--- src/rtl/sstf_pkg.sv ---
// sstf_pkg: shared types and codes of the shortest-seek-first request queue
// no dependencies; imported by sstf_seek, sstf_ctrl and sstf_request_queue
package sstf_pkg;

    localparam int ID_W    = 8;
    localparam int TRACK_W = 16;
    localparam int CAP_W   = 4;
    localparam int OCC_W   = 4;

    localparam logic [CAP_W-1:0] CAP_RESET = 4'd8;

    localparam logic OP_PUSH = 1'b0;
    localparam logic OP_POP  = 1'b1;

    typedef enum logic [1:0] {
        STAT_PUSHED = 2'd0,
        STAT_SERVED = 2'd1,
        STAT_FULL   = 2'd2,
        STAT_EMPTY  = 2'd3
    } status_t;

    typedef enum logic [1:0] {
        ST_IDLE,
        ST_SCAN,
        ST_SHIFT
    } state_t;

    typedef struct packed {
        logic [ID_W-1:0]    id;
        logic [TRACK_W-1:0] track;
    } entry_t;

    typedef struct packed {
        logic en;
        logic first;
    } seek_ctl_t;

endpackage

--- src/rtl/sstf_request_queue.sv ---
// sstf_request_queue: top level of the shortest-seek-first request queue
// depends on sstf_pkg and sstf_ctrl; holds the capacity register
//
//  channel   signals                                          handshake
//  request   opcode, req_id, track                            start & !busy
//  result    status, served_id, served_track, occupancy       done, one cycle
//  config    cfg_data (queue capacity)                        cfg_valid & cfg_ready
//
// push, refused push and empty pop: result in the cycle after the transfer
// pop: one memory read per entry in the scan, result registered when the scan ends,
// then busy in the shift state to close the gap, skipped when the last entry is served
// no memory clearing after reset; the result side cannot stall
module sstf_request_queue #(
    parameter int QUEUE_DEPTH = 8
) (
    input  logic                          clk,
    input  logic                          rst_n,
    input  logic                          start,
    output logic                          busy,
    input  logic                          opcode,
    input  logic [sstf_pkg::ID_W-1:0]     req_id,
    input  logic [sstf_pkg::TRACK_W-1:0]  track,
    output logic                          done,
    output logic [1:0]                    status,
    output logic [sstf_pkg::ID_W-1:0]     served_id,
    output logic [sstf_pkg::TRACK_W-1:0]  served_track,
    output logic [sstf_pkg::OCC_W-1:0]    occupancy,
    input  logic                          cfg_valid,
    output logic                          cfg_ready,
    input  logic [sstf_pkg::CAP_W-1:0]    cfg_data
);
    import sstf_pkg::*;

    logic [CAP_W-1:0] capacity_reg;
    status_t          status_q;

    assign cfg_ready = 1'b1;

    always_ff @(posedge clk or negedge rst_n)
    begin
        if (!rst_n)
        begin
            capacity_reg <= CAP_RESET;
        end
        else if (cfg_valid && cfg_ready)
        begin
            capacity_reg <= cfg_data;
        end
    end

    sstf_ctrl #(
        .QUEUE_DEPTH (QUEUE_DEPTH)
    ) u_ctrl (
        .clk          (clk),
        .rst_n        (rst_n),
        .start        (start),
        .opcode       (opcode),
        .req_id       (req_id),
        .track        (track),
        .capacity     (capacity_reg),
        .busy         (busy),
        .done         (done),
        .status       (status_q),
        .served_id    (served_id),
        .served_track (served_track),
        .occupancy    (occupancy)
    );

    assign status = status_q;

endmodule

--- src/rtl/sstf_seek.sv ---
// sstf_seek: nearest-track tracker, compares one entry per cycle against the head while enabled
// depends on sstf_pkg
module sstf_seek #(
    parameter int AW = 3
) (
    input  logic                          clk,
    input  sstf_pkg::seek_ctl_t           ctl,
    input  logic [sstf_pkg::TRACK_W-1:0]  head_track,
    input  sstf_pkg::entry_t              entry,
    input  logic [AW-1:0]                 index,
    output sstf_pkg::entry_t              pick_entry,
    output logic [AW-1:0]                 pick_index
);
    import sstf_pkg::*;

    entry_t              best_entry_reg;
    logic [TRACK_W-1:0]  best_gap_reg;
    logic [AW-1:0]       best_index_reg;
    logic [TRACK_W-1:0]  gap;
    logic                take;

    always_comb
    begin
        if (entry.track >= head_track)
        begin
            gap = entry.track - head_track;
        end
        else
        begin
            gap = head_track - entry.track;
        end
        // strict compare keeps the oldest on a tie
        take = ctl.en && (ctl.first || (gap < best_gap_reg));
    end

    assign pick_entry = take ? entry : best_entry_reg;
    assign pick_index = take ? index : best_index_reg;

    always_ff @(posedge clk)
    begin
        if (take)
        begin
            best_entry_reg <= entry;
            best_gap_reg   <= gap;
            best_index_reg <= index;
        end
    end

endmodule

--- src/rtl/sstf_ctrl.sv ---
// sstf_ctrl: request memory, scan and compaction sequencer, result registers
// depends on sstf_pkg and sstf_seek
module sstf_ctrl #(
    parameter int QUEUE_DEPTH = 8
) (
    input  logic                          clk,
    input  logic                          rst_n,
    input  logic                          start,
    input  logic                          opcode,
    input  logic [sstf_pkg::ID_W-1:0]     req_id,
    input  logic [sstf_pkg::TRACK_W-1:0]  track,
    input  logic [sstf_pkg::CAP_W-1:0]    capacity,
    output logic                          busy,
    output logic                          done,
    output sstf_pkg::status_t             status,
    output logic [sstf_pkg::ID_W-1:0]     served_id,
    output logic [sstf_pkg::TRACK_W-1:0]  served_track,
    output logic [sstf_pkg::OCC_W-1:0]    occupancy
);
    import sstf_pkg::*;

    localparam int AW   = (QUEUE_DEPTH > 1) ? $clog2(QUEUE_DEPTH) : 1;
    localparam int CW   = $clog2(QUEUE_DEPTH + 1);
    localparam int CMPW = (CW > CAP_W) ? CW : CAP_W;

    entry_t entry_mem [QUEUE_DEPTH];
    entry_t rd_data_reg;

    state_t              state_reg, state_next;
    logic [CW-1:0]       held_reg, held_next;
    logic [TRACK_W-1:0]  head_track_reg, head_track_next;
    logic [CW-1:0]       rd_idx_reg, rd_idx_next;
    logic [AW-1:0]       chk_idx_reg, chk_idx_next;
    logic [CW-1:0]       src_reg, src_next;
    logic [AW-1:0]       dst_reg, dst_next;
    logic                wv_reg, wv_next;

    logic                done_reg, done_next;
    status_t             status_reg, status_next;
    logic [ID_W-1:0]     id_reg, id_next;
    logic [TRACK_W-1:0]  trk_reg, trk_next;
    logic [OCC_W-1:0]    occ_reg, occ_next;

    logic                rd_en, wr_en;
    logic [AW-1:0]       rd_addr, wr_addr;
    entry_t              wr_data;

    seek_ctl_t           seek_ctl;
    entry_t              pick_entry;
    logic [AW-1:0]       pick_index;

    logic                accept, full, scan_last, scan_rd, shift_rd, shift_needed;

    assign accept       = start && (state_reg == ST_IDLE);
    assign full         = (CMPW'(held_reg) >= CMPW'(capacity))
                          || (held_reg >= CW'(QUEUE_DEPTH));
    assign scan_last    = (CW'(chk_idx_reg) + CW'(1)) == held_reg;
    assign scan_rd      = rd_idx_reg < held_reg;
    assign shift_rd     = src_reg <= held_reg;
    assign shift_needed = (CW'(pick_index) + CW'(1)) != held_reg;

    sstf_seek #(
        .AW (AW)
    ) u_seek (
        .clk        (clk),
        .ctl        (seek_ctl),
        .head_track (head_track_reg),
        .entry      (rd_data_reg),
        .index      (chk_idx_reg),
        .pick_entry (pick_entry),
        .pick_index (pick_index)
    );

    // request memory, one write and one registered read per cycle
    always_ff @(posedge clk)
    begin
        if (wr_en)
        begin
            entry_mem[wr_addr] <= wr_data;
        end
        if (rd_en)
        begin
            rd_data_reg <= entry_mem[rd_addr];
        end
    end

    always_comb
    begin
        state_next = state_reg;
        unique case (state_reg)
            ST_IDLE:
            begin
                if (accept && (opcode == OP_POP) && (held_reg != '0))
                begin
                    state_next = ST_SCAN;
                end
            end
            ST_SCAN:
            begin
                if (scan_last)
                begin
                    state_next = shift_needed ? ST_SHIFT : ST_IDLE;
                end
            end
            ST_SHIFT:
            begin
                if (!shift_rd)
                begin
                    state_next = ST_IDLE;
                end
            end
            default:
            begin
                state_next = ST_IDLE;
            end
        endcase
    end

    always_comb
    begin
        held_next       = held_reg;
        head_track_next = head_track_reg;
        rd_idx_next     = rd_idx_reg;
        chk_idx_next    = chk_idx_reg;
        src_next        = src_reg;
        dst_next        = dst_reg;
        wv_next         = wv_reg;
        done_next       = 1'b0;
        status_next     = status_reg;
        id_next         = id_reg;
        trk_next        = trk_reg;
        occ_next        = occ_reg;
        rd_en           = 1'b0;
        rd_addr         = '0;
        wr_en           = 1'b0;
        wr_addr         = '0;
        wr_data         = rd_data_reg;
        seek_ctl        = '0;
        unique case (state_reg)
            ST_IDLE:
            begin
                if (accept)
                begin
                    if (opcode == OP_PUSH)
                    begin
                        done_next = 1'b1;
                        id_next   = '0;
                        trk_next  = '0;
                        if (full)
                        begin
                            status_next = STAT_FULL;
                            occ_next    = OCC_W'(held_reg);
                        end
                        else
                        begin
                            wr_en         = 1'b1;
                            wr_addr       = held_reg[AW-1:0];
                            wr_data.id    = req_id;
                            wr_data.track = track;
                            held_next     = held_reg + CW'(1);
                            status_next   = STAT_PUSHED;
                            occ_next      = OCC_W'(held_reg + CW'(1));
                        end
                    end
                    else if (held_reg == '0)
                    begin
                        done_next   = 1'b1;
                        status_next = STAT_EMPTY;
                        id_next     = '0;
                        trk_next    = '0;
                        occ_next    = '0;
                    end
                    else
                    begin
                        rd_en        = 1'b1;
                        rd_addr      = '0;
                        rd_idx_next  = CW'(1);
                        chk_idx_next = '0;
                    end
                end
            end
            ST_SCAN:
            begin
                seek_ctl.en    = 1'b1;
                seek_ctl.first = (chk_idx_reg == '0);
                chk_idx_next   = chk_idx_reg + AW'(1);
                if (scan_rd)
                begin
                    rd_en       = 1'b1;
                    rd_addr     = rd_idx_reg[AW-1:0];
                    rd_idx_next = rd_idx_reg + CW'(1);
                end
                if (scan_last)
                begin
                    done_next       = 1'b1;
                    status_next     = STAT_SERVED;
                    id_next         = pick_entry.id;
                    trk_next        = pick_entry.track;
                    head_track_next = pick_entry.track;
                    held_next       = held_reg - CW'(1);
                    occ_next        = OCC_W'(held_reg - CW'(1));
                    dst_next        = pick_index;
                    src_next        = CW'(pick_index) + CW'(1);
                    wv_next         = 1'b0;
                end
            end
            ST_SHIFT:
            begin
                // move the entries behind the served one down by one place
                if (wv_reg)
                begin
                    wr_en    = 1'b1;
                    wr_addr  = dst_reg;
                    wr_data  = rd_data_reg;
                    dst_next = dst_reg + AW'(1);
                end
                if (shift_rd)
                begin
                    rd_en    = 1'b1;
                    rd_addr  = src_reg[AW-1:0];
                    src_next = src_reg + CW'(1);
                    wv_next  = 1'b1;
                end
                else
                begin
                    wv_next = 1'b0;
                end
            end
            default:
            begin
                wv_next = 1'b0;
            end
        endcase
    end

    always_ff @(posedge clk or negedge rst_n)
    begin
        if (!rst_n)
        begin
            state_reg      <= ST_IDLE;
            held_reg       <= '0;
            head_track_reg <= '0;
            wv_reg         <= 1'b0;
            done_reg       <= 1'b0;
        end
        else
        begin
            state_reg      <= state_next;
            held_reg       <= held_next;
            head_track_reg <= head_track_next;
            wv_reg         <= wv_next;
            done_reg       <= done_next;
        end
    end

    always_ff @(posedge clk)
    begin
        rd_idx_reg  <= rd_idx_next;
        chk_idx_reg <= chk_idx_next;
        src_reg     <= src_next;
        dst_reg     <= dst_next;
        status_reg  <= status_next;
        id_reg      <= id_next;
        trk_reg     <= trk_next;
        occ_reg     <= occ_next;
    end

    assign busy         = (state_reg != ST_IDLE);
    assign done         = done_reg;
    assign status       = status_reg;
    assign served_id    = id_reg;
    assign served_track = trk_reg;
    assign occupancy    = occ_reg;

`ifndef NO_ASSERTIONS
    a_held_bound: assert property (@(posedge clk) disable iff (!rst_n)
        held_reg <= CW'(QUEUE_DEPTH))
        else $error("held count above queue depth");

    a_shift_order: assert property (@(posedge clk) disable iff (!rst_n)
        (wr_en && rd_en) |-> (wr_addr < rd_addr))
        else $error("compaction write overtakes its read");

    a_empty_pop: assert property (@(posedge clk) disable iff (!rst_n)
        (accept && (opcode == OP_POP) && (held_reg == '0))
        |=> (done_reg && (status_reg == STAT_EMPTY)))
        else $error("pop of empty queue not reported");

    a_served_head: assert property (@(posedge clk) disable iff (!rst_n)
        (done_reg && (status_reg == STAT_SERVED)) |-> (head_track_reg == trk_reg))
        else $error("head position differs from served track");

    a_push_count: assert property (@(posedge clk) disable iff (!rst_n)
        (accept && (opcode == OP_PUSH) && !full)
        |=> (held_reg == ($past(held_reg) + CW'(1))))
        else $error("push transfer did not grow the queue");
`endif

endmodule
--- config.mk ---
export PLATFORM = sky130hd
export DESIGN_NAME = sstf_request_queue
export DESIGN_NICKNAME = d
export VERILOG_FILES = /design/src/rtl/sstf_pkg.sv /design/src/rtl/sstf_request_queue.sv /design/src/rtl/sstf_seek.sv /design/src/rtl/sstf_ctrl.sv
export SDC_FILE = /design/constraint.sdc
export NUM_CORES = 1
export LEC_CHECK = 0
export BUFFER_PORTS_ARGS = -buffer_cell sky130_fd_sc_hd__buf_2
export CORE_UTILIZATION = 50
export CTS_CLUSTER_SIZE = 14
export DETAILED_ROUTE_END_ITERATION = 8
export GPL_TIMING_DRIVEN = 0
export PLACE_DENSITY = 0.71
export SLEW_MARGIN = 40
export SYNTH_ARGS = -nofsm -noshare
export SYNTH_HDL_FRONTEND = slang
export SYNTH_HIERARCHICAL = 1
export SYNTH_SLANG_ARGS = --single-unit
--- constraint.sdc ---
create_clock -name clk -period 14.2 [get_ports clk]
set_clock_uncertainty 0.2 [all_clocks]
set_input_delay 2.84 -clock clk [delete_from_list [all_inputs] [get_ports clk]]
set_output_delay 2.84 -clock clk [all_outputs]
set_load 0.005 [all_outputs]
# Word-level counts from Yosys, hierarchy flattened
# Memory sizes are Yosys's and may differ from the RTL's. A register that Yosys moved wholly into a read port is not among the register bits.
# Index checks and enable logic that the tools add are counted.
[word_totals] register_bits=115 mem_bits_rw=192 in_bits=33 out_inout_bits=33 wordCells=154 mem_count=1
[classes] n_addsub=10 n_lt_le_gt_ge=6 eq_ne=15 muxes=81 n_bitwise=1 n_reduce_logical=22
[memory_table] name="u_ctrl.entry_mem" words=8 word_bits=24 read_ports=1 rd_clocked_by_memory_dff=1 write_ports=1 line_no="sstf_ctrl.sv:26" source="entry_t entry_mem [QUEUE_DEPTH];"
[ops] operator="two-way mux 24 bit" count=5
[ops] operator="two-way mux 16 bit" count=5
[ops] operator="two-way mux 4 bit" count=13
[ops] operator="two-way mux 3 bit" count=12
[ops] operator="two-way mux 8 bit" count=4
[ops] operator="case mux 16 bit (2 select lines)" count=1
[ops] operator="case mux 4 bit (2 select lines)" count=4
[ops] operator="subtractor 16 bit" count=2
[ops] operator="case mux 3 bit (2 select lines)" count=4
[ops] operator="two-way mux 2 bit" count=10
[ops] operator=">= comparator 16 bit" count=1
[ops] operator="< comparator 16 bit" count=1
[ops] operator="two-way mux 1 bit" count=16
[ops] operator="case mux 8 bit (2 select lines)" count=1
[ops] operator="adder 4 x 1 -> 4 bit (second input constant)" count=3
[ops] operator="AND reduction 4 bit" count=3
[ops] operator="!= test 2 x 1 -> 1 bit (second input constant)" count=5
[ops] operator="!= test 2 bit (second input constant)" count=5
[ops] operator="AND reduction 3 bit" count=3
[ops] operator="adder 3 x 1 -> 4 bit (second input constant)" count=2
[ops] operator="adder 3 x 1 -> 3 bit (second input constant)" count=2
[ops] operator="case mux 1 bit (3 select lines)" count=2
[ops] operator="case mux 2 bit (3 select lines)" count=1
[ops] operator="nonzero test 2 bit" count=3
[ops] operator="21 further kinds" count=27

# Logic depth before layout (Yosys ltp)
# Gate-level depths: netlist (run 1).
[depth] depth_word=11 mapped_depth=23 ltp_nobuf=22

# Hierarchy
# Netlist (run 1), hierarchy kept.
[modules_own_cells] module="sstf_ctrl" instances=1 cells_per_inst=910 area_per_inst_um2=12499.5 seq_area_each_um2=8408.1
[modules_own_cells] module="sstf_seek" instances=1 cells_per_inst=370 area_per_inst_um2=3419.5 seq_area_each_um2=1021.0
[modules_own_cells] module="sstf_request_queue" instances=1 cells_per_inst=10 area_per_inst_um2=157.7 seq_area_each_um2=101.3

# Worst setup path before layout (run 1)
# OpenSTA, ideal clock, no wires.
[synth_timing] path_kind="input to register" start="input start" end="memory u_ctrl/entry_mem[2][0] (netlist bit), enable pin" t_arrival_ns=7.320 required_time_ns=13.464 path_slack_ns=6.144 path_stages=6 n_path_buf=0 cell_sequence="nand2_1 -> nor2_1 -> nand2_2 -> nor3_1 -> a21oi_1 -> a2111oi_0"
[synth_via] elab_chain_cells=5
[synth_rtl] element="start, declared" line_no="sstf_request_queue.sv:18" source="input logic start,"
[synth_rtl] element="logical AND 1 bit *" line_no="sstf_ctrl.sv:54" source="assign accept = start && (state_reg == ST_IDLE);"
[synth_rtl] element="two-way mux 1 bit" line_no="sstf_ctrl.sv:142" source="if (accept)"
[synth_rtl] element="case mux 1 bit (2 select lines)" line_no="sstf_ctrl.sv:139" source="unique case (state_reg)"
[synth_rtl] element="two-way mux 1 bit" line_no="sstf_ctrl.sv:77" source="if (wr_en)"
[synth_rtl] element="two-way mux 1 bit (implied by the code)" line_no="sstf_ctrl.sv:79" source="entry_mem[wr_addr] <= wr_data;"
[synth_rtl] element="end, declared" line_no="sstf_ctrl.sv:26"
# Every way passes the cells marked *; elsewhere a longest branch is shown, timed or not.

# Worst setup path after layout (run 1)
[layout_timing] start="register u_ctrl/rd_data_reg[0] (netlist name)" end="register u_ctrl.state_reg[1]"
[layout_via] elab_chain_cells=11
[layout_rtl] element="subtractor 16 bit, or another cell as far along" line_no="sstf_seek.sv:30" source="gap = head_track - entry.track;"
[layout_rtl] element="two-way mux 16 bit *" line_no="sstf_seek.sv:24" source="if (entry.track >= head_track)"
[layout_rtl] element="via u_ctrl.u_seek.gap[1]" line_no="sstf_seek.sv:19" source="logic [TRACK_W-1:0] gap;"
[layout_rtl] element="< comparator 16 bit *" line_no="sstf_seek.sv:33" source="take = ctl.en && (ctl.first || (gap < best_gap_reg));"
[layout_rtl] element="logical OR 1 bit *" line_no="sstf_seek.sv:33"
[layout_rtl] element="logical AND 1 bit *" line_no="sstf_seek.sv:33"
[layout_rtl] element="two-way mux 3 bit *"
[layout_rtl] element="via u_ctrl.pick_index[0]" line_no="sstf_ctrl.sv:50" source="logic [AW-1:0] pick_index;"
[layout_rtl] element="adder 3 x 1 -> 4 bit *" line_no="sstf_ctrl.sv:60" source="assign shift_needed = (CW'(pick_index) + CW'(1)) != held_reg;"
[layout_rtl] element="!= test 4 bit *" line_no="sstf_ctrl.sv:60"
[layout_rtl] element="two-way mux 2 bit *" line_no="sstf_ctrl.sv:102" source="state_next = shift_needed ? ST_SHIFT : ST_IDLE;"
[layout_rtl] element="two-way mux 2 bit *" line_no="sstf_ctrl.sv:100" source="if (scan_last)"
[layout_rtl] element="case mux 2 bit (3 select lines) *" line_no="sstf_ctrl.sv:90" source="unique case (state_reg)"
[layout_rtl] element="end signal, assigned" line_no="sstf_ctrl.sv:248" source="state_reg <= state_next;"
[layout_rtl] element="end, declared" line_no="sstf_ctrl.sv:29" source="state_t state_reg, state_next;"
# Mark *: on every way through the listed nets, which the timed path passes. The rest lies on a longest branch. The select of a mux whose other input is x is not followed.
# A chain may end at the register's enable or synchronous reset.

==> results of run 1 <==
## report_power, final
| group | total, mW | switching, mW | leakage (nW) | internal [mW] |
|---|---|---|---|---|
| logic | 2.40 | 1.46 | 3.41 | 0.945 |
| clock network | 0.950 | 0.375 | 0.584 | 0.576 |
| registers | 1.60 | 0.121 | 3.11 | 1.48 |
| total | 4.95 | 1.95 | 7.10 | 3.00 |
## worst paths after layout
path / start / to / slack [ns] / depth (start not counted)
hold reg to reg: u_ctrl/u_seek/best_entry_reg[23]$_DFF_P_ / u_ctrl/u_seek/best_entry_reg[23]$_DFF_P_ / 0.27 / 1
min in group asynchronous: rst_n / u_ctrl/held_reg[2]$_DFFE_PN0P_ / 2.17 / 1
max in group asynchronous: rst_n / u_ctrl/head_track_reg[15]$_DFFE_PN0P_ / 11.16 / 1
setup / recovery: u_ctrl/rd_data_reg[0]$_DFFE_PP_ / u_ctrl/state_reg[1]$_DFFE_PN0P_ / 7.96 / 22
hold / removal: u_ctrl/u_seek/best_entry_reg[23]$_DFF_P_ / u_ctrl/u_seek/best_entry_reg[23]$_DFF_P_ / 0.27 / 1
setup reg to reg: u_ctrl/rd_data_reg[0]$_DFFE_PP_ / u_ctrl/state_reg[1]$_DFFE_PN0P_ / 7.96 / 22
## placed cells by master (no fill, tap or decap), drive strengths merged, types with 4 or more instances in the layout
master         instances
nor3                  14
clkbuf                74
mux2                  51
o21ai                 35
nand2b                58
o21a                   4
mux2i                 61
a21o                   7
a211oi                54
clkinv                 9
bufinv                 5
a2111oi                5
nor2                  66
a21oi                 73
nand4                  9
a31oi                  5
dfxtp                 27
xor2                   8
xnor2                 24
clkdlybuf4s18          6
inv                   75
a22o                  27
dfrtp                 27
a22oi                  4
clkdlybuf4s15         10
buf                  117
edfxtp               276
and2                  29
ha                    70
nand3                 13
nand2                156
## worst register-to-register path, cell delays in order (launching register included)
cell and delay [ns]:
edfxtp_1 0.51, inv_1 0.10, ha_1 0.16, inv_1 0.05, fa_1 0.39, a21oi_1 0.24
o211ai_1 0.16, a22oi_2 0.39, nand2_4 0.14, buf_6 0.19, mux2_2 0.29, ha_1 0.27
a21boi_0 0.24, o211ai_1 0.11, a21oi_1 0.17, o21ai_0 0.14, a21oi_2 0.65, mux2_2 0.50
ha_1 0.24, xor2_1 0.18, xnor2_1 0.14, o41ai_1 0.51, mux2i_1 0.15
## logic make-up (layout without fill, tap and decap cells)
| kind of cell | count (synthesis) | in the layout | synth area share |
|---|---|---|---|
| AO/OA/AOI/OAI | 245 | 245 | 0.114 |
| XOR/XNOR | 32 | 32 | 0.0174 |
| adder cells (fa/ha/maj) | 72 | 72 | 0.0570 |
| buffers and inverters | 137 | 298 | 0.0401 |
| flip-flops | 331 | 331 | 0.593 |
| multiplexers | 112 | 112 | 0.0737 |
| other | 1 | 1 | 0.000233 |
| AND/OR/NAND/NOR | 360 | 360 | 0.105 |
## layout make-up
class | instances | share of cell area
repair buffers | 97 | 0.0352
flip-flops and latches | 331 | 0.515
well taps | 402 | 0.0272
clock inverters | 19 | 0.0126
multi-input cells | 822 | 0.323
clock buffers | 45 | 0.0522
inverters | 72 | 0.0146
plain buffers | 65 | 0.0202
## per-stage QoR
stage          hold slack, ns  power, mW  setup WS [ns]  utilization
3_3_place_gp            0.251       3.90           2.43        0.536
5_1_grt                 0.281       5.29           7.56        0.586
6_report                0.272       4.95           7.96        0.586
4_1_cts                 0.271       4.97           7.89        0.586
2_1_floorplan           0.244       3.33           6.14            -
3_5_place_dp            0.258       4.00           7.92        0.548
## per-layer routing
layer  track usage  vias to the layer above  wire, um
met5             0                        -         0
met4        0.0729                        0       961
met3        0.0331                       66      2010
met2         0.410                      317     18900
met1         0.295                     5186     15700
li1              -                     4952         -
==> metrics.cfg, run 1 <==
[synthesis]
synth_cells=1290
synth_edf_count=276
dominantRegCellSynth=edfxtp_1
synth_async_sr_flop_share=0.0846
ys_types=77
synth_area_sq_um=16100
synth.most_common_cell=edfxtp_1
avgSynthCellArea_sq_um=12.5
ys_ff_latch=331
synth.top_cell.area_share=0.516
ys_warn_count=6
seq_area_frac_synth=0.593
yosysTopAreaCell=edfxtp_1
yosys-top-cells-count=edfxtp_1 (276), nand2_1 (154), ha_1 (70)
synth_nets=1395
synthTopCellsByArea=edfxtp_1 (52%), ha_1 (5.4%), dfrtp_1 (4.2%)

[placed_design]
dp_cells=1789
dpl.hpwl_mm=27.2
placed_cell_area_sq_um=17300
portBuffers=64
finalWeightedCongestion=0.870

[grt]
grt_first_pass_wirelength_mm=58.2
overflow=0
first_global_vias=10400
grt_usage=0.233
grt_max_degree=29
antenna_found_initial=0

[cts]
cts_setup_buffers=0
cts_tree=built
cts.sinks=331
ctsLongestPathBuffers=3
h-tree-depth=2
cts_resized=0
ctsHoldBuffers=0
path_clk_slew_ns=0.06
clock-root-buffer=clkbuf_16
clk_latency_ns=0.52
numCtsBuffers=36

[routing]
vias=10500
route.detailed.drc=0
ant_nets=0
drt-pass1-iter-count=8
finalWirelength_mm=37.7
wl_per_cell_um=20.3
drt_iter0_drc=751
viasPerCell=5.68

[die]
initial_core_util=0.509
fp.dieW_um=181
core-area_sq_um=31600
fp.dieArea_sq_um=32900
num_rows=65
num_io_pins=66
fp.dieH_um=181

[sta]
finalCriticalPeriod_ns=6.24
fin_setup_tns_ns=0
fmax_mhz=160
rsz0062_at_grt=false
slew_headroom=0.469
hold_viol=0
tightest_slew_ns=0.797
maxSlewViolCount=0
period_share=0.440
finalSetupViolations=0

[setup_path]
worstPathRequired_ns=14.38
crit_arrival_ns=6.42
crit_chain=inv_1 > ha_1 > inv_1 > fa_1 > a21oi_1 > o211ai_1 > a22oi_2 > nand2_4 > buf_6 > mux2_2 > ha_1 > a21boi_0 > o211ai_1 > a21oi_1 > o21ai_0 > a21oi_2 > mux2_2 > ha_1 > xor2_1 > xnor2_1 > o41ai_1 > mux2i_1
crit_type=reg -> reg
slowest_delay_ns=0.64
cpMostUsedCell=ha_1
worstPathMaxFanout=10
path_buf_inv=3
cp_top_family=compound AO/OA/AOI/OAI gates
startpoint_type=flop
timing.critical_path.slowest_stage_cell=a21oi_2
crit_path_end_kind=flop

[pwr]
power.density_nw_per_um2=268
power.leakage_nw=7.10
ir_worst_vdd_mv=0.120

[layout]
largest_reg_flops=192
diodes=0
area_delta_synth_final_pct=15.1
instances_no_fill=1853
fin_area_sq_um=18500
layout-drive-gt1-share=0.191
nNetsFinal=1530
multiInputGateArea_sq_um=5980
regArea_sq_um=9530
fillers=2541

[run]
maxCapViolations=0

[outcome]
status=finished, final reports clean

[hold_path]
hold_path_class=reg -> reg

No activity file was read; power rests on OpenSTA's default activity.
==> run 2: changes to the inputs <==
--- a/config.mk
+++ b/config.mk
@@ -10,7 +10,7 @@
 export CTS_CLUSTER_SIZE = 14
 export DETAILED_ROUTE_END_ITERATION = 8
 export GPL_TIMING_DRIVEN = 0
-export PLACE_DENSITY = 0.71
+export PLACE_DENSITY = 0.73
 export SLEW_MARGIN = 40
 export SYNTH_ARGS = -nofsm -noshare
 export SYNTH_HDL_FRONTEND = slang
==> constraint.sdc (replaced) <==
create_clock -name clk -period 5.5 [get_ports clk]
set_clock_uncertainty 0.2 [all_clocks]
set_input_delay 1.1 -clock clk [delete_from_list [all_inputs] [get_ports clk]]
set_output_delay 1.1 -clock clk [all_outputs]
set_load 0.005 [all_outputs]
==> run 2 against run 1 <==
Effect of this change:
- sequential power grew to 2.6 times the previous value
- register-to-register slack worse by 7.7 ns
- clock power is 130% higher
==> metrics.cfg, run 2 (synthesized netlist as in run 1, its figures left out) <==
[routing]
finalWirelength_mm=36.9  ; -2.0%
viasPerCell=5.63  ; -0.80%
vias=10400  ; -1.3%
route.detailed.drc=0  ; unchanged
ant_nets=0  ; unchanged
drt-pass1-iter-count=5  ; -3
drt_iter0_drc=774  ; +3.1%
wl_per_cell_um=20.0  ; -1.6%

[layout]
area_delta_synth_final_pct=14.7
diodes=0  ; unchanged
layout_common_cells=edfxtp_1 (276), nand2_1 (154), buf_2 (86), ha_1 (70), inv_1 (69)
nNetsFinal=1523  ; -0.46%
largest_reg_flops=192  ; unchanged
fin_area_sq_um=18400  ; -0.39%
utilization=0.584  ; -0.00230
layout-drive-gt1-share=0.186  ; -0.00505
fillers=2516  ; -0.98%
mostFrequentLayoutCell=edfxtp_1

[pwr]
power.density_nw_per_um2=690  ; +160%
power.leakage_nw=7.03  ; -0.94%
ir_worst_vdd_mv=0.400  ; +230%
power.total_mw=12.7  ; +160%

[setup_path]
worstPathMaxFanout=10  ; unchanged
crit_chain=inv_1 > ha_1 > inv_1 > fa_1 > a21oi_2 > o211ai_1 > a22oi_2 > nand2_4 > buf_6 > mux2i_1 > xnor2_1 > ha_1 > and3_1 > a221o_1 > a21oi_2 > a21oi_4 > mux2_4 > ha_1 > xor2_1 > o41ai_2 > mux2i_1
crit_type=reg -> reg
cp_top_family=compound AO/OA/AOI/OAI gates
crit_arrival_ns=5.46  ; -0.96 ns
slowest_delay_ns=0.45  ; -0.19 ns
cpMostUsedCell=ha_1
crit_path_end_kind=flop
timing.critical_path.slowest_stage_cell=edfxtp_1
worstPathRequired_ns=5.69  ; -8.69 ns
path_buf_inv=3  ; unchanged
startpoint_type=flop

[sta]
hold_viol=0  ; unchanged
fmax_mhz=190  ; +18%
tightest_slew_ns=0.806  ; +0.00926 ns
maxSlewViolCount=0  ; unchanged
slew_headroom=0.463  ; -0.00617
period_share=0.959  ; +0.520
holdWs_ns=0.269  ; -0.00302 ns
finalCriticalPeriod_ns=5.28  ; -0.966 ns
finalSetupViolations=0  ; unchanged

[cts]
cts_tree=built
clk_latency_ns=0.52  ; about the same
path_clk_slew_ns=0.07  ; about the same
cts.sinks=331  ; unchanged
h-tree-depth=2  ; unchanged
clock-root-buffer=clkbuf_16
ctsLongestPathBuffers=3  ; unchanged
ctsHoldBuffers=0  ; unchanged
numCtsBuffers=34  ; -5.6%

[grt]
antenna_found_initial=0  ; unchanged
grt_max_degree=29  ; unchanged
grt_first_pass_wirelength_mm=57.4  ; -1.4%
grt_usage=0.227  ; -0.00547
first_global_vias=10400  ; -0.40%
overflow=0  ; unchanged

[hold_path]
hold_path_class=reg -> reg

[die]
core-area_sq_um=31600  ; unchanged
num_io_pins=66  ; unchanged
initial_core_util=0.509  ; unchanged
num_rows=65  ; unchanged
fp.dieH_um=181  ; unchanged
fp.dieArea_sq_um=32900  ; unchanged
fp.dieW_um=181  ; unchanged

[placed_design]
placed_cell_area_sq_um=17300  ; -0.10%
portBuffers=64  ; unchanged
dpl.hpwl_mm=26.8  ; -1.4%
finalWeightedCongestion=0.884  ; +1.7%

[outcome]
status=finished, final reports clean

[run]
maxCapViolations=0  ; unchanged

-- run 2: cell count changes in the layout (fill, tap and decap cells not counted), moves of 4 or more --
cell and change:
buf_4 +15, buf_2 -9, clkdlybuf4s15_2 -5, clkdlybuf4s18_2 -5, clkinv_1 +4, clkinv_2 -4
-- run 2: area by class of cell --
| class | instances | area (sq um) | share of cell area |
|---|---|---|---|
| plain buffers | 63 | 367 | 0.0199 |
| clock buffers | 44 | 898 | 0.0487 |
| clock inverters | 16 | 168 | 0.00910 |
| inverters | 72 | 270 | 0.0147 |
| multi-input cells | 822 | 6050 | 0.328 |
| flip-flops and latches | 331 | 9530 | 0.517 |
| well taps | 402 | 503 | 0.0273 |
| repair buffers | 94 | 648 | 0.0352 |
-- run 2: final timing paths --
path	cells past startpoint	end	startpoint	slack, ns
min in group asynchronous	1	u_ctrl/state_reg[0]$_DFFE_PN0P_	rst_n	0.43
hold / removal	1	u_ctrl/u_seek/best_entry_reg[16]$_DFF_P_	u_ctrl/u_seek/best_entry_reg[16]$_DFF_P_	0.27
setup / recovery	21	u_ctrl/state_reg[1]$_DFFE_PN0P_	u_ctrl/rd_data_reg[0]$_DFFE_PP_	0.22
hold reg to reg	1	u_ctrl/u_seek/best_entry_reg[16]$_DFF_P_	u_ctrl/u_seek/best_entry_reg[16]$_DFF_P_	0.27
max in group asynchronous	1	u_ctrl/head_track_reg[15]$_DFFE_PN0P_	rst_n	4.17
setup reg to reg	21	u_ctrl/state_reg[1]$_DFFE_PN0P_	u_ctrl/rd_data_reg[0]$_DFFE_PP_	0.22
-- run 2: what timing repair did --
action,in CTS,in global routing
endpoints found under the hold margin,0,0
setup buffers,4,3
resized for setup,3,4
endpoints found under the setup margin,34,17
pin swaps,2,6
-- run 2: report_power, final --
group	total (mW)	internal, mW	leakage (nW)	switching, mW
combinational	6.37	2.54	3.41	3.83
clock	2.22	1.30	0.514	0.920
sequential	4.12	3.82	3.11	0.305
-- run 2: through the flow --
stage | setup slack, ns | instances | TNS [ns]
2_1_floorplan | 0.0121 | 1290 | 0
3_3_place_gp | -2.67 | 1756 | -93.53
3_5_place_dp | -0.772 | 1779 | -1.77
4_1_cts | 0.00897 | 1842 | 0
5_1_grt | -0.0115 | 1844 | -0.0115
6_report | 0.223 | 1844 | 0
-- run 2: layer usage --
| layer | up-vias | part of all wire | global-route usage |
|---|---|---|---|
| li1 | 4932 | - | - |
| met2 | 291 | 0.49 | 0.387 |
| met1 | 5104 | 0.42 | 0.295 |
| met3 | 59 | 0.056 | 0.0304 |
| met5 | - | 0 | 0 |
| met4 | 0 | 0.033 | 0.0841 |
==> run 3: changes to the inputs <==
--- a/config.mk
+++ b/config.mk
@@ -10,7 +10,7 @@
 export CTS_CLUSTER_SIZE = 14
 export DETAILED_ROUTE_END_ITERATION = 8
 export GPL_TIMING_DRIVEN = 0
-export PLACE_DENSITY = 0.73
+export PLACE_DENSITY_LB_ADDON = 0.3
 export SLEW_MARGIN = 40
 export SYNTH_ARGS = -nofsm -noshare
 export SYNTH_HDL_FRONTEND = slang
==> run 3 against run 2 <==
Effect of this change:
- wire length grew 0.46%
- maximum frequency shrank 0.80%
- sequential share of layout area grew 0.053 points
- die area is the same
- setup slack lost 0.043 ns
- sequential power is essentially flat
- non-clock buffer count is the same
- clock power is essentially flat
- clock-buffer cell count grew 6
- global-route usage grew 0.24 points
- critical endpoint unchanged
==> metrics.cfg, run 3 (synthesized netlist as in run 1, its figures left out) <==
[cts]
ctsHoldBuffers=0  ; unchanged
clk_latency_ns=0.53  ; about the same
numCtsBuffers=35  ; +2.9%
path_clk_slew_ns=0.07  ; about the same
cts_tree=built
cts.sinks=331  ; unchanged
ctsLongestPathBuffers=3  ; unchanged
h-tree-depth=2  ; unchanged
clock-root-buffer=clkbuf_16

[pwr]
ir_worst_vdd_mv=0.451  ; +13%
power.total_mw=12.7  ; +0.16%
power.leakage_nw=7.05  ; +0.25%
power.density_nw_per_um2=691  ; +0.26%

[routing]
wl_per_cell_um=20.1  ; +0.30%
finalWirelength_mm=37.1  ; +0.46%
drt-pass1-iter-count=5  ; unchanged
ant_nets=0  ; unchanged
vias=10400  ; -0.067%
viasPerCell=5.62  ; -0.23%
route.detailed.drc=0  ; unchanged
drt_iter0_drc=762  ; -1.6%

[sta]
finalCriticalPeriod_ns=5.32  ; +0.0428 ns
tightest_slew_ns=0.785  ; -0.0206 ns
period_share=0.967  ; +0.00778
maxSlewViolCount=0  ; unchanged
holdWs_ns=0.268  ; -0.00134 ns
finalSetupViolations=0  ; unchanged
rsz0062_at_grt=false
slew_headroom=0.477  ; +0.0138
hold_viol=0  ; unchanged
fmax_mhz=188  ; -0.80%
fin_ws_ns=0.180  ; -0.0428 ns
fin_setup_tns_ns=0  ; unchanged

[placed_design]
finalWeightedCongestion=0.886  ; +0.21%
dp_cells=1779  ; unchanged
dpl.hpwl_mm=26.8  ; about the same
portBuffers=64  ; unchanged
placed_cell_area_sq_um=17300  ; -0.19%
pre_cts_ws_ns=-0.656  ; +0.115 ns

[grt]
grt_max_degree=29  ; unchanged
grt_first_pass_wirelength_mm=57.7  ; +0.54%
first_global_vias=10400  ; +0.22%
grt_usage=0.229  ; +0.00238
overflow=0  ; unchanged
antenna_found_initial=0  ; unchanged

[die]
fp.dieArea_sq_um=32900  ; unchanged
initial_core_util=0.509  ; unchanged
core-area_sq_um=31600  ; unchanged
num_rows=65  ; unchanged
fp.dieW_um=181  ; unchanged
num_io_pins=66  ; unchanged
fp.dieH_um=181  ; unchanged

[setup_path]
crit_path_end_kind=flop
worstPathMaxFanout=10  ; unchanged
crit_arrival_ns=5.52  ; +0.06 ns
worstPathRequired_ns=5.70  ; about the same
crit_type=reg -> reg
startpoint_type=flop

[layout]
utilization=0.584  ; -0.000595
fillers=2539  ; +0.91%
mostFrequentLayoutCell=edfxtp_1
fin_area_sq_um=18400  ; -0.10%
nNetsFinal=1524  ; +0.066%
largest_reg_flops=192  ; unchanged
area_delta_synth_final_pct=14.5
diodes=0  ; unchanged
layout_common_cells=edfxtp_1 (276), nand2_1 (154), buf_2 (88), ha_1 (70), inv_1 (69)
layout-drive-gt1-share=0.189  ; +0.00307
instances_no_fill=1847  ; +0.16%

[run]
maxCapViolations=0  ; unchanged

[outcome]
status=finished, final reports clean

[hold_path]
hold_path_class=reg -> reg

run 3: changes by cell type in the layout (fill, tap and decap cells not counted), moves of 2 or more:
cell and change:
inv_16 +2, clkinv_2 +6, buf_2 +2, clkinv_1 -5
clkdlybuf4s15_2 -5, clkbuf_16 +2, clkdlybuf4s18_2 +3, bufinv_16 -3
clkbuf_1 +4
run 3: layer usage:
metal | vias to the layer above | wire, um | GRT usage
met3 | 66 | 2000 | 0.0353
met1 | 5094 | 15800 | 0.300
li1 | 4931 | - | -
met5 | - | 0 | 0
met4 | 0 | 1070 | 0.0858
met2 | 288 | 18200 | 0.386
run 3: final cells by class:
cell class / count / area, sq um / share of cell area
Buffer: 63 / 367 / 0.0199
Clock buffer: 50 / 963 / 0.0523
Clock inverter: 13 / 96.3 / 0.00523
Inverter: 72 / 270 / 0.0147
Multi-Input combinational cell: 822 / 6060 / 0.329
Sequential cell: 331 / 9530 / 0.518
Tap cell: 402 / 503 / 0.0273
Timing Repair Buffer: 94 / 628 / 0.0341
run 3: worst max-delay path: stages (launching register included):
cell,delay (ns)
edfxtp_1,0.45
inv_1,0.09
ha_1,0.16
inv_1,0.05
fa_1,0.40
a21oi_2,0.19
o211ai_1,0.14
a22oi_2,0.24
nand2_4,0.12
buf_6,0.18
mux2i_1,0.13
xnor2_1,0.28
ha_1,0.29
and3_1,0.18
a221o_1,0.36
a21oi_2,0.19
a21oi_4,0.08
buf_12,0.15
mux2_4,0.35
ha_1,0.34
xor2_1,0.16
o41ai_2,0.34
mux2i_1,0.12
run 3: timing repair:
item                       4_1_cts  5_1_grt
setup endpoints to repair       34        1
buffers inserted                 4        3
resized for setup                3        5
pin swaps                        3        5
run 3: path summary, 6_finish.rpt:
check	start	to	slack (ns)	cells past startpoint
max	u_ctrl/rd_data_reg[0]$_DFFE_PP_	u_ctrl/state_reg[1]$_DFFE_PN0P_	0.18	22
min	u_ctrl/u_seek/best_entry_reg[16]$_DFF_P_	u_ctrl/u_seek/best_entry_reg[16]$_DFF_P_	0.27	1
max reg2reg	u_ctrl/rd_data_reg[0]$_DFFE_PP_	u_ctrl/state_reg[1]$_DFFE_PN0P_	0.18	22
min reg2reg	u_ctrl/u_seek/best_entry_reg[16]$_DFF_P_	u_ctrl/u_seek/best_entry_reg[16]$_DFF_P_	0.27	1
max in group asynchronous	rst_n	u_ctrl/head_track_reg[6]$_DFFE_PN0P_	4.13	1
min in group asynchronous	rst_n	u_ctrl/state_reg[0]$_DFFE_PN0P_	0.46	1
run 3: power breakdown:
group / switching [mW] / total (mW) / internal (mW)
clock: 0.957 / 2.20 / 1.24
sequential: 0.306 / 4.12 / 3.82
combinational: 3.84 / 6.41 / 2.58
